## src/sv/mpfd_pkg.sv

```systemverilog
package mpfd_pkg;

  // Field widths of the date and result words.
  localparam int YEAR_W  = 7;
  localparam int MONTH_W = 4;
  localparam int DAY_W   = 5;
  localparam int JD_W    = 22;
  localparam int PHASE_W = 7;

  // Fractional bits of the phase arithmetic.
  localparam int FRAC_BITS = 40;

  // Internal widths of the Julian day datapath.
  localparam int Y_W    = 12;  // full year, up to 2127
  localparam int A_W    = 13;  // shifted year term, below 8192
  localparam int Q_W    = 7;   // century count, up to 69
  localparam int QP_W   = 26;  // century reciprocal product
  localparam int SEV_W  = 16;  // seven times the shifted year
  localparam int E_W    = 8;   // three times one more than the century count
  localparam int MTERM_W = 9;  // month day-count term

  localparam logic [Y_W-1:0]    YEAR_BASE   = 12'd2000;
  localparam logic [A_W-1:0]    A_BASE      = 13'd4716;
  localparam logic [4:0]        MONTH_SHIFT = 5'd9;
  localparam logic [4:0]        MONTHS_1    = 5'd12;
  localparam logic [4:0]        MONTHS_2    = 5'd24;
  localparam logic [A_W-1:0]    CENT_BIAS   = 13'd83;
  localparam logic [A_W-1:0]    CENT_DIV    = 13'd100;
  localparam logic [QP_W-1:0]   CENT_RECIP  = 26'd5242;  // just under 2^19 / 100
  localparam int                CENT_SHIFT  = 19;
  localparam logic [JD_W-1:0]   JD_BASE     = 22'd1729279;
  localparam logic [JD_W-1:0]   YEAR_DAYS   = 22'd367;
  localparam logic [JD_W-1:0]   DAY_BIAS    = 22'd38;
  localparam logic [SEV_W-1:0]  SEV_MULT    = 16'd7;
  localparam logic [E_W-1:0]    E_MULT      = 8'd3;

  // Floor of 275 * month / 9 for every 4-bit month code.
  localparam logic [MTERM_W-1:0] MONTH_TERM [16] = '{
    9'd0,   9'd30,  9'd61,  9'd91,  9'd122, 9'd152, 9'd183, 9'd213,
    9'd244, 9'd275, 9'd305, 9'd336, 9'd366, 9'd397, 9'd427, 9'd458
  };

  // Rounded num * 2^FRAC_BITS / den for num < den, by restoring long division.
  function automatic logic [63:0] scaled_ratio(input logic [63:0] num,
                                               input logic [63:0] den);
    logic [63:0] rem;
    logic [63:0] q;
    begin
      rem = num;
      q   = 64'd0;
      for (int i = 0; i < FRAC_BITS; i++) begin
        rem = rem << 1;
        q   = q << 1;
        if (rem >= den) begin
          rem  = rem - den;
          q[0] = 1'b1;
        end
      end
      rem = rem << 1;
      if (rem >= den) begin
        q = q + 64'd1;
      end
      return q;
    end
  endfunction

  // Reciprocal of the synodic month and the new-moon offset in fixed point.
  localparam logic [63:0] RECIP_FULL = scaled_ratio(64'd10000000000, 64'd295305902778);
  localparam logic [63:0] OFFS_FULL  = scaled_ratio(64'd3033, 64'd10000);

  localparam int RECIP_W    = $clog2(RECIP_FULL + 64'd1);
  localparam int RECIP_LO_W = RECIP_W / 2;
  localparam int RECIP_HI_W = RECIP_W - RECIP_LO_W;
  localparam int M_W        = JD_W + 1;
  localparam int PP_LO_W    = M_W + RECIP_LO_W;
  localparam int PP_HI_W    = M_W + RECIP_HI_W;
  localparam int SUM_W      = M_W + RECIP_W;
  localparam int PROD_W     = FRAC_BITS + 1;
  localparam int PCT_W      = FRAC_BITS + PHASE_W;

  localparam logic [RECIP_W-1:0]   RECIP = RECIP_FULL[RECIP_W-1:0];
  localparam logic [FRAC_BITS-1:0] OFFS  = OFFS_FULL[FRAC_BITS-1:0];
  localparam logic [PCT_W-1:0]     PCT_SCALE = PCT_W'(100);

  // Julian day word passed between the two halves of the pipeline.
  typedef struct packed {
    logic            valid;
    logic [JD_W-1:0] n;
  } jd_word_t;

endpackage

```

## src/sv/mpfd_date_if.sv

```systemverilog
interface mpfd_date_if;
  import mpfd_pkg::*;

  logic               valid;
  logic               ready;
  logic [YEAR_W-1:0]  year_offset;
  logic [MONTH_W-1:0] month;
  logic [DAY_W-1:0]   day_of_month;

  modport source(output valid, year_offset, month, day_of_month, input ready);
  modport sink(input valid, year_offset, month, day_of_month, output ready);
endinterface

```

## src/sv/mpfd_result_if.sv

```systemverilog
interface mpfd_result_if;
  import mpfd_pkg::*;

  logic               valid;
  logic               ready;
  logic [JD_W-1:0]    julian_day_whole;
  logic [PHASE_W-1:0] moon_phase;

  modport source(output valid, julian_day_whole, moon_phase, input ready);
  modport sink(input valid, julian_day_whole, moon_phase, output ready);
endinterface

```

## src/sv/moon_phase_from_date.sv

```systemverilog
// Moon phase from a calendar date. Each date word (year minus 2000, month,
// day of month) yields one result word holding the whole part N of the
// Gregorian Julian day JD = N + 0.5 and the moon phase as a truncated
// percent from 0 to 99, where 0 is new moon, 25 first quarter, 50 full and
// 75 last quarter. Dates are not checked: a month outside 1 to 12 or a day
// past the end of its month goes through the same formula, so the date rolls
// into a neighboring month. The phase uses unsigned fixed point with 40
// fractional bits, so a phase sitting right on a percent boundary can differ
// by one from a single-precision evaluation. The block is a seven-stage
// pipeline with no state across words: a date word is taken in every cycle
// while the output is not stalled, one result per cycle sustained. The
// multiply by the synodic-month reciprocal is split into two narrow partial
// products, both formed in the fourth stage.
module moon_phase_from_date (
  input  logic          clk,
  input  logic          rst_n,
  mpfd_date_if.sink     in_date,
  mpfd_result_if.source out_result
);
  import mpfd_pkg::*;

  // Link between the calendar half and the phase half of the pipeline.
  jd_word_t jd;
  logic     jd_ready;

  // Stages one to three turn the date into the whole Julian day using only
  // additions, subtractions, constant multiplies, a month table and a
  // reciprocal estimate of the century count with a single correction step.
  mpfd_julian u_julian (
    .clk        (clk),
    .rst_n      (rst_n),
    .date       (in_date),
    .jd_o       (jd),
    .jd_ready_i (jd_ready)
  );

  // Stages four to seven scale 2N + 1 by the fixed-point reciprocal of the
  // synodic month, keep the fraction, subtract the new-moon offset and scale
  // the result to a percent. The last stage is the output register; every
  // stage moves on its own when the one after it is empty or draining, so
  // a stall at the output loses and repeats nothing.
  mpfd_phase u_phase (
    .clk        (clk),
    .rst_n      (rst_n),
    .jd_i       (jd),
    .jd_ready_o (jd_ready),
    .res        (out_result)
  );

endmodule

```

## src/sv/mpfd_julian.sv

```systemverilog
module mpfd_julian (
  input  logic              clk,
  input  logic              rst_n,
  mpfd_date_if.sink         date,
  output mpfd_pkg::jd_word_t jd_o,
  input  logic              jd_ready_i
);
  import mpfd_pkg::*;

  logic [2:0] v_r;
  logic [2:0] en;

  // Stage 1: full year, shifted year and month term.
  logic [Y_W-1:0]     s1_year_r;
  logic [A_W-1:0]     s1_a_r;
  logic [MTERM_W-1:0] s1_mterm_r;
  logic [DAY_W-1:0]   s1_day_r;
  // Stage 2: positive sum, century estimate, seven-quarters term.
  logic [JD_W-1:0]    s2_sum_r;
  logic [A_W-1:0]     s2_x_r;
  logic [Q_W-1:0]     s2_qest_r;
  logic [SEV_W-3:0]   s2_sev_r;
  // Stage 3: whole Julian day.
  logic [JD_W-1:0]    s3_n_r;

  logic [Y_W-1:0]     year_nxt;
  logic [4:0]         mp9;
  logic [1:0]         carry;
  logic [A_W-1:0]     a_nxt;
  logic [A_W-1:0]     x_nxt;
  logic [QP_W-1:0]    qprod;
  logic [SEV_W-1:0]   sev_full;
  logic [JD_W-1:0]    sum_nxt;
  logic [A_W-1:0]     hund;
  logic [A_W-1:0]     rem;
  logic [Q_W-1:0]     q;
  logic [E_W-1:0]     e_full;
  logic [JD_W-1:0]    n_nxt;

  always_comb begin
    en[2] = !v_r[2] || jd_ready_i;
    en[1] = !v_r[1] || en[2];
    en[0] = !v_r[0] || en[1];
  end

  assign date.ready = en[0];

  always_comb begin
    year_nxt = Y_W'(date.year_offset) + YEAR_BASE;
    mp9      = 5'(date.month) + MONTH_SHIFT;
    if (mp9 >= MONTHS_2) begin
      carry = 2'd2;
    end else if (mp9 >= MONTHS_1) begin
      carry = 2'd1;
    end else begin
      carry = 2'd0;
    end
    a_nxt = A_W'(year_nxt) + A_BASE + A_W'(carry);
  end

  always_comb begin
    sum_nxt  = JD_BASE + JD_W'(s1_year_r) * YEAR_DAYS + JD_W'(s1_mterm_r)
             + JD_W'(s1_day_r) + DAY_BIAS;
    x_nxt    = s1_a_r + CENT_BIAS;
    qprod    = QP_W'(x_nxt) * CENT_RECIP;
    sev_full = SEV_W'(s1_a_r) * SEV_MULT;
  end

  // The reciprocal estimate of the century count is at most one low.
  always_comb begin
    hund   = A_W'(s2_qest_r) * CENT_DIV;
    rem    = s2_x_r - hund;
    q      = (rem >= CENT_DIV) ? s2_qest_r + Q_W'(1) : s2_qest_r;
    e_full = (E_W'(q) + E_W'(1)) * E_MULT;
    n_nxt  = s2_sum_r - JD_W'(s2_sev_r) - JD_W'(e_full[E_W-1:2]);
  end

  always_ff @(posedge clk) begin
    if (!rst_n) begin
      v_r <= '0;
    end else begin
      if (en[0]) v_r[0] <= date.valid;
      if (en[1]) v_r[1] <= v_r[0];
      if (en[2]) v_r[2] <= v_r[1];
    end
  end

  always_ff @(posedge clk) begin
    if (en[0] && date.valid) begin
      s1_year_r  <= year_nxt;
      s1_a_r     <= a_nxt;
      s1_mterm_r <= MONTH_TERM[date.month];
      s1_day_r   <= date.day_of_month;
    end
    if (en[1] && v_r[0]) begin
      s2_sum_r  <= sum_nxt;
      s2_x_r    <= x_nxt;
      s2_qest_r <= qprod[QP_W-1:CENT_SHIFT];
      s2_sev_r  <= sev_full[SEV_W-1:2];
    end
    if (en[2] && v_r[1]) begin
      s3_n_r <= n_nxt;
    end
  end

  assign jd_o.valid = v_r[2];
  assign jd_o.n     = s3_n_r;

endmodule

```

## src/sv/mpfd_phase.sv

```systemverilog
module mpfd_phase (
  input  logic               clk,
  input  logic               rst_n,
  input  mpfd_pkg::jd_word_t jd_i,
  output logic               jd_ready_o,
  mpfd_result_if.source      res
);
  import mpfd_pkg::*;

  logic [3:0] v_r;
  logic [3:0] en;

  logic [JD_W-1:0]      p1_n_r;
  logic [PP_LO_W-1:0]   p1_pp_lo_r;
  logic [PP_HI_W-1:0]   p1_pp_hi_r;
  logic [JD_W-1:0]      p2_n_r;
  logic [FRAC_BITS-1:0] p2_frac_r;
  logic [JD_W-1:0]      p3_n_r;
  logic [FRAC_BITS-1:0] p3_phase_r;
  logic [JD_W-1:0]      p4_n_r;
  logic [PHASE_W-1:0]   p4_pct_r;

  logic [M_W-1:0]       m;
  logic [PP_LO_W-1:0]   pp_lo_nxt;
  logic [PP_HI_W-1:0]   pp_hi_nxt;
  logic [SUM_W-1:0]     sum_full;
  logic [PCT_W-1:0]     pct_full;

  always_comb begin
    en[3] = !v_r[3] || res.ready;
    en[2] = !v_r[2] || en[3];
    en[1] = !v_r[1] || en[2];
    en[0] = !v_r[0] || en[1];
  end

  assign jd_ready_o = en[0];

  // The reciprocal is split in two halves so each multiply stays narrow.
  always_comb begin
    m         = {jd_i.n, 1'b1};
    pp_lo_nxt = PP_LO_W'(m) * PP_LO_W'(RECIP[RECIP_LO_W-1:0]);
    pp_hi_nxt = PP_HI_W'(m) * PP_HI_W'(RECIP[RECIP_W-1:RECIP_LO_W]);
    sum_full  = SUM_W'(p1_pp_lo_r) + (SUM_W'(p1_pp_hi_r) << RECIP_LO_W);
    pct_full  = PCT_W'(p3_phase_r) * PCT_SCALE;
  end

  always_ff @(posedge clk) begin
    if (!rst_n) begin
      v_r <= '0;
    end else begin
      if (en[0]) v_r[0] <= jd_i.valid;
      if (en[1]) v_r[1] <= v_r[0];
      if (en[2]) v_r[2] <= v_r[1];
      if (en[3]) v_r[3] <= v_r[2];
    end
  end

  always_ff @(posedge clk) begin
    if (en[0] && jd_i.valid) begin
      p1_n_r     <= jd_i.n;
      p1_pp_lo_r <= pp_lo_nxt;
      p1_pp_hi_r <= pp_hi_nxt;
    end
    if (en[1] && v_r[0]) begin
      p2_n_r    <= p1_n_r;
      p2_frac_r <= sum_full[PROD_W-1:1];
    end
    if (en[2] && v_r[1]) begin
      p3_n_r     <= p2_n_r;
      p3_phase_r <= p2_frac_r - OFFS;
    end
    if (en[3] && v_r[2]) begin
      p4_n_r   <= p3_n_r;
      p4_pct_r <= pct_full[PCT_W-1:FRAC_BITS];
    end
  end

  assign res.valid            = v_r[3];
  assign res.julian_day_whole = p4_n_r;
  assign res.moon_phase       = p4_pct_r;

endmodule

```

## src/flat_wrapper.sv

```systemverilog
// flat-port wrapper written by rule: the top's interface ports become plain ports
module moon_phase_from_date_flat import mpfd_pkg::*;
  (clk, rst_n, in_date_valid, in_date_year_offset, in_date_month, in_date_day_of_month, in_date_ready, out_result_valid, out_result_julian_day_whole, out_result_moon_phase, out_result_ready);
  mpfd_date_if in_date_i ();
  mpfd_result_if out_result_i ();
  input  logic clk;
  input  logic rst_n;
  input wire logic [$bits(in_date_i.valid)-1:0] in_date_valid;
  input wire logic [$bits(in_date_i.year_offset)-1:0] in_date_year_offset;
  input wire logic [$bits(in_date_i.month)-1:0] in_date_month;
  input wire logic [$bits(in_date_i.day_of_month)-1:0] in_date_day_of_month;
  output wire logic [$bits(in_date_i.ready)-1:0] in_date_ready;
  output wire logic [$bits(out_result_i.valid)-1:0] out_result_valid;
  output wire logic [$bits(out_result_i.julian_day_whole)-1:0] out_result_julian_day_whole;
  output wire logic [$bits(out_result_i.moon_phase)-1:0] out_result_moon_phase;
  input wire logic [$bits(out_result_i.ready)-1:0] out_result_ready;
  assign in_date_i.valid = in_date_valid;
  assign in_date_i.year_offset = in_date_year_offset;
  assign in_date_i.month = in_date_month;
  assign in_date_i.day_of_month = in_date_day_of_month;
  assign in_date_ready = in_date_i.ready;
  assign out_result_valid = out_result_i.valid;
  assign out_result_julian_day_whole = out_result_i.julian_day_whole;
  assign out_result_moon_phase = out_result_i.moon_phase;
  assign out_result_i.ready = out_result_ready;
  moon_phase_from_date u_core (.clk(clk), .rst_n(rst_n), .in_date(in_date_i), .out_result(out_result_i));
endmodule
```

## config.mk

```make
export PLATFORM = sky130hd
export DESIGN_NAME = moon_phase_from_date_flat
export DESIGN_NICKNAME = d
export VERILOG_FILES = /design/src/sv/mpfd_pkg.sv /design/src/sv/mpfd_date_if.sv /design/src/sv/mpfd_result_if.sv /design/src/sv/moon_phase_from_date.sv /design/src/sv/mpfd_julian.sv /design/src/sv/mpfd_phase.sv /design/src/flat_wrapper.sv
export SDC_FILE = /design/constraint.sdc
export NUM_CORES = 1
export LEC_CHECK = 0
export ABC_AREA = 1
export CELL_PAD_IN_SITES_DETAIL_PLACEMENT = 1
export CELL_PAD_IN_SITES_GLOBAL_PLACEMENT = 1
export CORE_ASPECT_RATIO = 1.4
export CORE_MARGIN = 2
export CORE_UTILIZATION = 30
export DETAILED_ROUTE_END_ITERATION = 10
export DONT_BUFFER_PORTS = 1
export MAX_ROUTING_LAYER = met4
export PLACE_DENSITY_LB_ADDON = 0.2
export SYNTH_ARGS = -nofsm -noshare
export SYNTH_HDL_FRONTEND = slang
export SYNTH_HIERARCHICAL = 1
export SYNTH_SLANG_ARGS = --single-unit
```

## constraint.sdc

```tcl
create_clock -name clk -period 7.6 [get_ports clk]
set_input_delay 0 -clock clk [delete_from_list [all_inputs] [get_ports clk]]
set_output_delay 0 -clock clk [all_outputs]
set_load 0.005 [all_outputs]
```

# Yosys cells after proc, flatten, opt, wreduce, memory -nomap -nowiden
# Memories as Yosys holds them, arrays and structs flattened. A register that Yosys moved wholly into a read port is not among the register bits.
# Index checks and enable logic that the tools add are counted.
# totals
ff_bits	349
romBits	144
in_bits	20
wordCells	77
mem_count	1
# op_classes
addsub	16
multipliers	8
n_lt_le_gt_ge	3
muxes	3
bitwise_logic	1
reduce_logical	21
# mem_list
memory	words	word_bits	rd	rd_ports_with_merged_regs	write_ports	line	text
(no name shown)	16	9	1	1	0	mpfd_julian.sv:92	s1_mterm_r <= MONTH_TERM[date.month];
# op_table
cell	n
multiplier 40 x 5 -> 45 bit, second input constant	1
adder 41 bit	1
multiplier 23 x 17 -> 40 bit, second input constant	1
subtractor 40 x 39 -> 40 bit, second input constant	1
multiplier 13 x 12 -> 25 bit, second input constant	1
multiplier 23 x 14 -> 19 bit, second input constant	1
adder 21 x 21 -> 22 bit, first input constant	1
adder 22 x 5 -> 22 bit	1
adder 22 x 6 -> 22 bit, second input constant	1
adder 22 x 9 -> 22 bit	1
subtractor 22 x 14 -> 22 bit	1
subtractor 22 x 6 -> 22 bit	1
multiplier 12 x 9 -> 21 bit, second input constant	1
multiplier 13 x 3 -> 16 bit, second input constant	1
adder 12 x 13 -> 13 bit, second input constant	1
adder 13 x 2 -> 13 bit	1
adder 13 x 7 -> 13 bit, second input constant	1
>= comparator 13 x 7 -> 1 bit, second input constant	1
subtractor 13 bit	1
adder 7 x 11 -> 12 bit, second input constant	1
multiplier 7 x 5 -> 11 bit, second input constant	1
adder 7 x 1 -> 8 bit, second input constant	1
multiplier 8 x 2 -> 8 bit, second input constant	1
adder 7 x 1 -> 7 bit, second input constant	1
10 further kinds	28

# Longest topological paths before layout
# logic_depth
word_depth	9
ltp_mapped	51

# Hierarchy
# The synthesis kept the hierarchy.
# by_module_without_submodules
module	n_inst	cells_per_inst	area_each_um2
mpfd_phase	1	2686	23003.3
mpfd_julian	1	1424	13679.4

# Least setup slack after synthesis
# OpenSTA, ideal clock, no wires.
# synth_timing
path_kind	register -> register
from	register u_core.u_julian.s2_qest_r[3]
to	register u_core.u_julian.s3_n_r[21], data pin
setup_ps	259
t_arrival_ps	7349
path_slack_ps	-8
path_stages_with_launch	45
period_less_slack_ps	7608
cell_sequence	edfxtp_1 ha_1 ha_1 fa_1 ha_1 a21oi_1 nand2_1 nand2_1 nand2_1 a21oi_1 xor2_1 ha_1 nand2_1 inv_1 a21oi_1 nand3_1 nand3_1 nand2_1 (+9 left out) ha_1 nand2_1 nor2_1 a211oi_1 xnor2_1 inv_1 fa_1 inv_1 ha_1 a21oi_1 o21ai_0 a21oi_1 o21bai_1 a31oi_1 o221ai_1 a21boi_0 o21ai_0 xnor2_1
# synth_via
elab_chain_len	7
elab_cells_between_ends	8
cone_classes	add/sub (4); mul (2); order compare (1); mux (1)
# synth_rtl
item	line	text
from (decl)	mpfd_julian.sv:21	logic [Q_W-1:0] s2_qest_r;
from (signal assigned)	mpfd_julian.sv:98	s2_qest_r <= qprod[QP_W-1:CENT_SHIFT];
multiplier 7 x 5 -> 11 bit	mpfd_julian.sv:71	hund = A_W'(s2_qest_r) * CENT_DIV;
subtractor 13 bit	mpfd_julian.sv:72	rem = s2_x_r - hund;
>= comparator 13 x 7 -> 1 bit	mpfd_julian.sv:73	q = (rem >= CENT_DIV) ? s2_qest_r + Q_W'(1) : s2_qest_r;
2-to-1 mux 7 bit *	mpfd_julian.sv:73	
adder 7 x 1 -> 8 bit *	mpfd_julian.sv:74	e_full = (E_W'(q) + E_W'(1)) * E_MULT;
multiplier 8 x 2 -> 8 bit *	mpfd_julian.sv:74	
subtractor 22 x 6 -> 22 bit *	mpfd_julian.sv:75	n_nxt = s2_sum_r - JD_W'(s2_sev_r) - JD_W'(e_full[E_W-1:2]);
via u_core.u_julian.n_nxt[21]	mpfd_julian.sv:38	logic [JD_W-1:0] n_nxt;
to (signal assigned)	mpfd_julian.sv:102	s3_n_r <= n_nxt;
to (decl)	mpfd_julian.sv:24	logic [JD_W-1:0] s3_n_r;
# The timed path passes the listed nets; every way through them passes the cells marked *.
# A chain may end at the register's enable or synchronous reset.

# Worst setup path in the final report
# layout_timing
from	register u_core.u_julian.s2_qest_r[2]
to	register u_core.u_julian.s3_n_r[9], data pin
# The elaborated chain is that of the path after synthesis.

==> impl_metrics.py <==
metrics = {
    "outcome": {
        "status": "complete, no violations",
    },
    "synth": {
        "synth.largest_area_cell": "edfxtp_1",
        "async_flop_share_pct": 0,
        "avgSynthCellArea_um2": 8.93,
        "yosysSeqAreaShare_pct": 27.6,
        "ys_ff_latch": 340,
        "synth_cell_types": 54,
        "synth_edf_count": 333,
        "syn_area_um2": 36700,
        "synth.area.top_cells": "edfxtp_1 (27%), ha_1 (21%), fa_1 (16%)",
        "synth-main-ff-cell": "edfxtp_1",
        "syn-num-nets": 5052,
        "synth_top_area_share_pct": 27.3,
        "synthesis.instances": 4110,
        "ys_warn_count": 6,
    },
    "sta": {
        "maxSlewViolCount": 0,
        "fin_skew_ns": 0.0267,
        "layout_min_cycle_time_ns": 7.43,
        "period_share_pct": 97.8,
        "setup_ws_ns": 0.171,
        "worst_slew_pin_slew_ns": 1.10,
        "grt_setup_unrepaired": "true",
        "fmax_ghz": 0.135,
        "slew_headroom_pct": 26.3,
        "hold_viol": 0,
        "finalSetupViolCount": 0,
    },
    "final_layout": {
        "nets": 5237,
        "syn2layout_area_growth_pct": 14.2,
        "drive_gt1_share_pct": 8.41,
        "finalInstanceArea_um2": 41900,
    },
    "placement": {
        "post_dp_cell_area_um2": 39400,
        "dp_slack_ns": -0.550,
        "dp_hpwl_um": 83400,
        "numPortBuffers": 0,
        "globalplace.congestion": 0.872,
    },
    "setup_path": {
        "cp-endpoint": "u_core/u_julian/s3_n_r[9]",
        "crit_arrival_ns": 7.76,
        "startpoint_type": "flop",
        "crit_fanout": 4,
        "slowest_stage": "fa_1",
        "regToRegSetupSlack_ns": 0.17,
        "r2r_end": "u_core/u_julian/s3_n_r[9]",
        "regToRegStartpoint": "u_core/u_julian/s2_qest_r[2]",
        "crit_type": "reg2reg",
        "reg2reg_depth": 42,
        "crit_required_ns": 7.93,
        "crit_start": "u_core/u_julian/s2_qest_r[2]",
        "end_kind": "flop",
        "cpPeakStageDelay_ns": 0.58,
        "cpMostUsedCell": "ha_4",
    },
    "global_routing": {
        "grt_overflow_total": 0,
        "grt_antenna_before_repair": 0,
        "grt_pass1_wl_um": 154000,
        "grt_max_degree": 63,
        "grt_usage_pct": 16.3,
        "grt_pass1_vias": 29700,
    },
    "drt": {
        "dr.pass1.iters": 6,
        "wl_per_cell_um": 16.4,
        "antenna_left": 0,
        "drc": 0,
        "avgViaCountPerCell": 4.49,
        "totalWireLength_um": 97300,
        "vias": 26600,
        "dr.first_iter.drc_count": 653,
    },
    "die": {
        "dieWidth_um": 300,
        "rows": 151,
        "fp.dieH_um": 418,
        "coreArea_um2": 121000,
        "num_io_pins": 51,
        "start_util_pct": 30.3,
        "dieArea_um2": 125000,
    },
    "clocking": {
        "cts_tree": "built",
        "cts.path.max_buffers": 3,
        "clk_latency_ns": 0.61,
        "htreeDepth": 2,
        "cts-root-buf": "clkbuf_16",
        "numCtsBuffers": 44,
        "cts.sinks": 340,
        "clkTransAtPathRegs_ns": 0.05,
    },
    "job": {
        "cap_viol_max_count": 0,
    },
    "min_path": {
        "holdCritPathClass": "in2reg",
    },
}
-- synthesized netlist by cell type (3+ instances only) --
cell type and count:
nand3_1 159, a211oi_1 4, edfxtp_1 333, dfxtp_1 7, inv_2 10, nand4_1 41
nor3_1 16, nor2_1 234, a21o_1 10, o221ai_1 3, fa_1 300, nor2_2 14
a21boi_0 3, a21oi_1 184, inv_1 1045, a31oi_1 15, o21bai_1 15, nor2_4 3
nor3_2 4, nor4_1 3, o21ai_1 7, o21ai_0 94, buf_4 3, xor2_1 126
ha_1 622, nand3b_1 5, nand2_1 744, and2_1 4, nand2_2 33, xnor2_1 39
-- layer usage --
| layer | vias to the layer above | GRT usage (%) | share of wire (%) |
|---|---|---|---|
| met4 | 0 | 7.26 | 5.1 |
| met2 | 234 | 33.3 | 58 |
| met1 | 12900 | 14.7 | 35 |
| met5 | - | - | 0 |
| li1 | 13300 | - | - |
| met3 | 174 | 1.78 | 1.8 |
-- sequential cells by signal, indices dropped and copies added (netlist names), 7 cells and up --
register	count
u_core/u_julian/s2_x_r	11
u_core/u_julian/s3_n_r	22
u_core/u_phase/p3_phase_r	36
u_core/u_julian/s2_sum_r	22
u_core/u_julian/s1_mterm_r	9
u_core/u_julian/s2_qest_r	7
u_core/u_phase/p1_n_r	22
u_core/u_phase/p2_frac_r	36
u_core/u_phase/res.moon_phase	7
u_core/u_phase/p1_pp_hi_r	17
u_core/u_julian/s1_year_r	10
u_core/u_julian/s2_sev_r	14
u_core/u_phase/p1_pp_lo_r	36
u_core/u_phase/p2_n_r	22
u_core/u_phase/p3_n_r	22
u_core/u_julian/s1_a_r	13
u_core/u_phase/res.julian_day_whole	22
-- layout make-up --
| cell class | instances | area, um2 |
|---|---|---|
| Clock buffer | 51 | 1150 |
| Multi-Input combinational cell | 2710 | 23100 |
| Inverter | 1056 | 3970 |
| Sequential cell | 340 | 10100 |
| Timing Repair Buffer | 143 | 1180 |
| Tap cell | 1606 | 2010 |
| Antenna cell | 1 | 2.50 |
| Fill cell | 14100 | 79200 |
| Clock inverter | 29 | 340 |
-- worst min-delay path by stage --
stage / slack [ns] / cells past startpoint / from / end
after floorplan: 0.1 / 0 / in_date_day_of_month[0] / u_core/u_julian/s1_day_r[0]
after global placement: 0.1 / 0 / in_date_day_of_month[0] / u_core/u_julian/s1_day_r[0]
after detailed placement: 0.1 / 0 / in_date_day_of_month[0] / u_core/u_julian/s1_day_r[0]
after CTS: 0.03 / 1 / in_date_year_offset[0] / u_core/u_julian/s1_year_r[0]
after global routing: 0.06 / 1 / in_date_year_offset[0] / u_core/u_julian/s1_year_r[0]
final: 0.07 / 1 / in_date_year_offset[0] / u_core/u_julian/s1_year_r[0]
-- critical path: cells and delay by family, from the launching register on --
kind | cells | cell delay, ns
fa+ha+maj | 9 | 2.98
compound gates | 9 | 1.25
buf+inv | 10 | 0.99
simple gates | 11 | 0.98
xor+xnor | 3 | 0.48
flops | 1 | 0.45
-- layout by cell type (no fill, tap or decap), types with 13 or more instances in the layout --
| cell type | n |
|---|---|
| xor2_1 | 126 |
| nor2_2 | 17 |
| clkbuf_16 | 45 |
| a21oi_1 | 172 |
| o21bai_1 | 14 |
| ha_1 | 604 |
| nand3_1 | 152 |
| a31oi_1 | 13 |
| xnor2_1 | 37 |
| nor3_1 | 15 |
| inv_2 | 24 |
| nand2_2 | 47 |
| o21ai_0 | 91 |
| inv_1 | 1028 |
| fa_1 | 298 |
| nand4_1 | 41 |
| edfxtp_1 | 333 |
| dlygate4sd3_1 | 27 |
| ha_4 | 15 |
| nand2_1 | 726 |
| buf_4 | 107 |
| nor2_1 | 227 |
-- through the flow --
stage               util [%]  instances  hold WS (ns)  setup TNS [ns]
global placement        32.5       5806        0.0990           -3.11
detailed placement      32.5       5806        0.0990           -4.89
CTS                     34.3       5928        0.0319               0
finish                  34.6       5936        0.0728               0
floorplan                  -       4110        0.0989               0
global route            34.6       5935        0.0564           -1.75
-- cells by family after synthesis --
group	after synthesis	share of synthesized area, %
adder cells (fa/ha/maj)	922	37.6
buffers and inverters	1060	10.9
flip-flops	340	27.6
other	1	0.0102
XOR/XNOR	165	3.94
AO/OA/AOI/OAI	348	5.19
AND/OR/NAND/NOR	1274	14.8
-- timing repair --
action,CTS,global route
setup endpoints to repair,14,16
hold buffers,27,0
hold endpoints to repair,43,0
gates resized for setup,43,78
pin swaps,29,56
buffers inserted,15,9
Power is left out: the tool's default activity adds up to more than one toggle a clock period on the data nets, which glitch-free logic cannot reach.
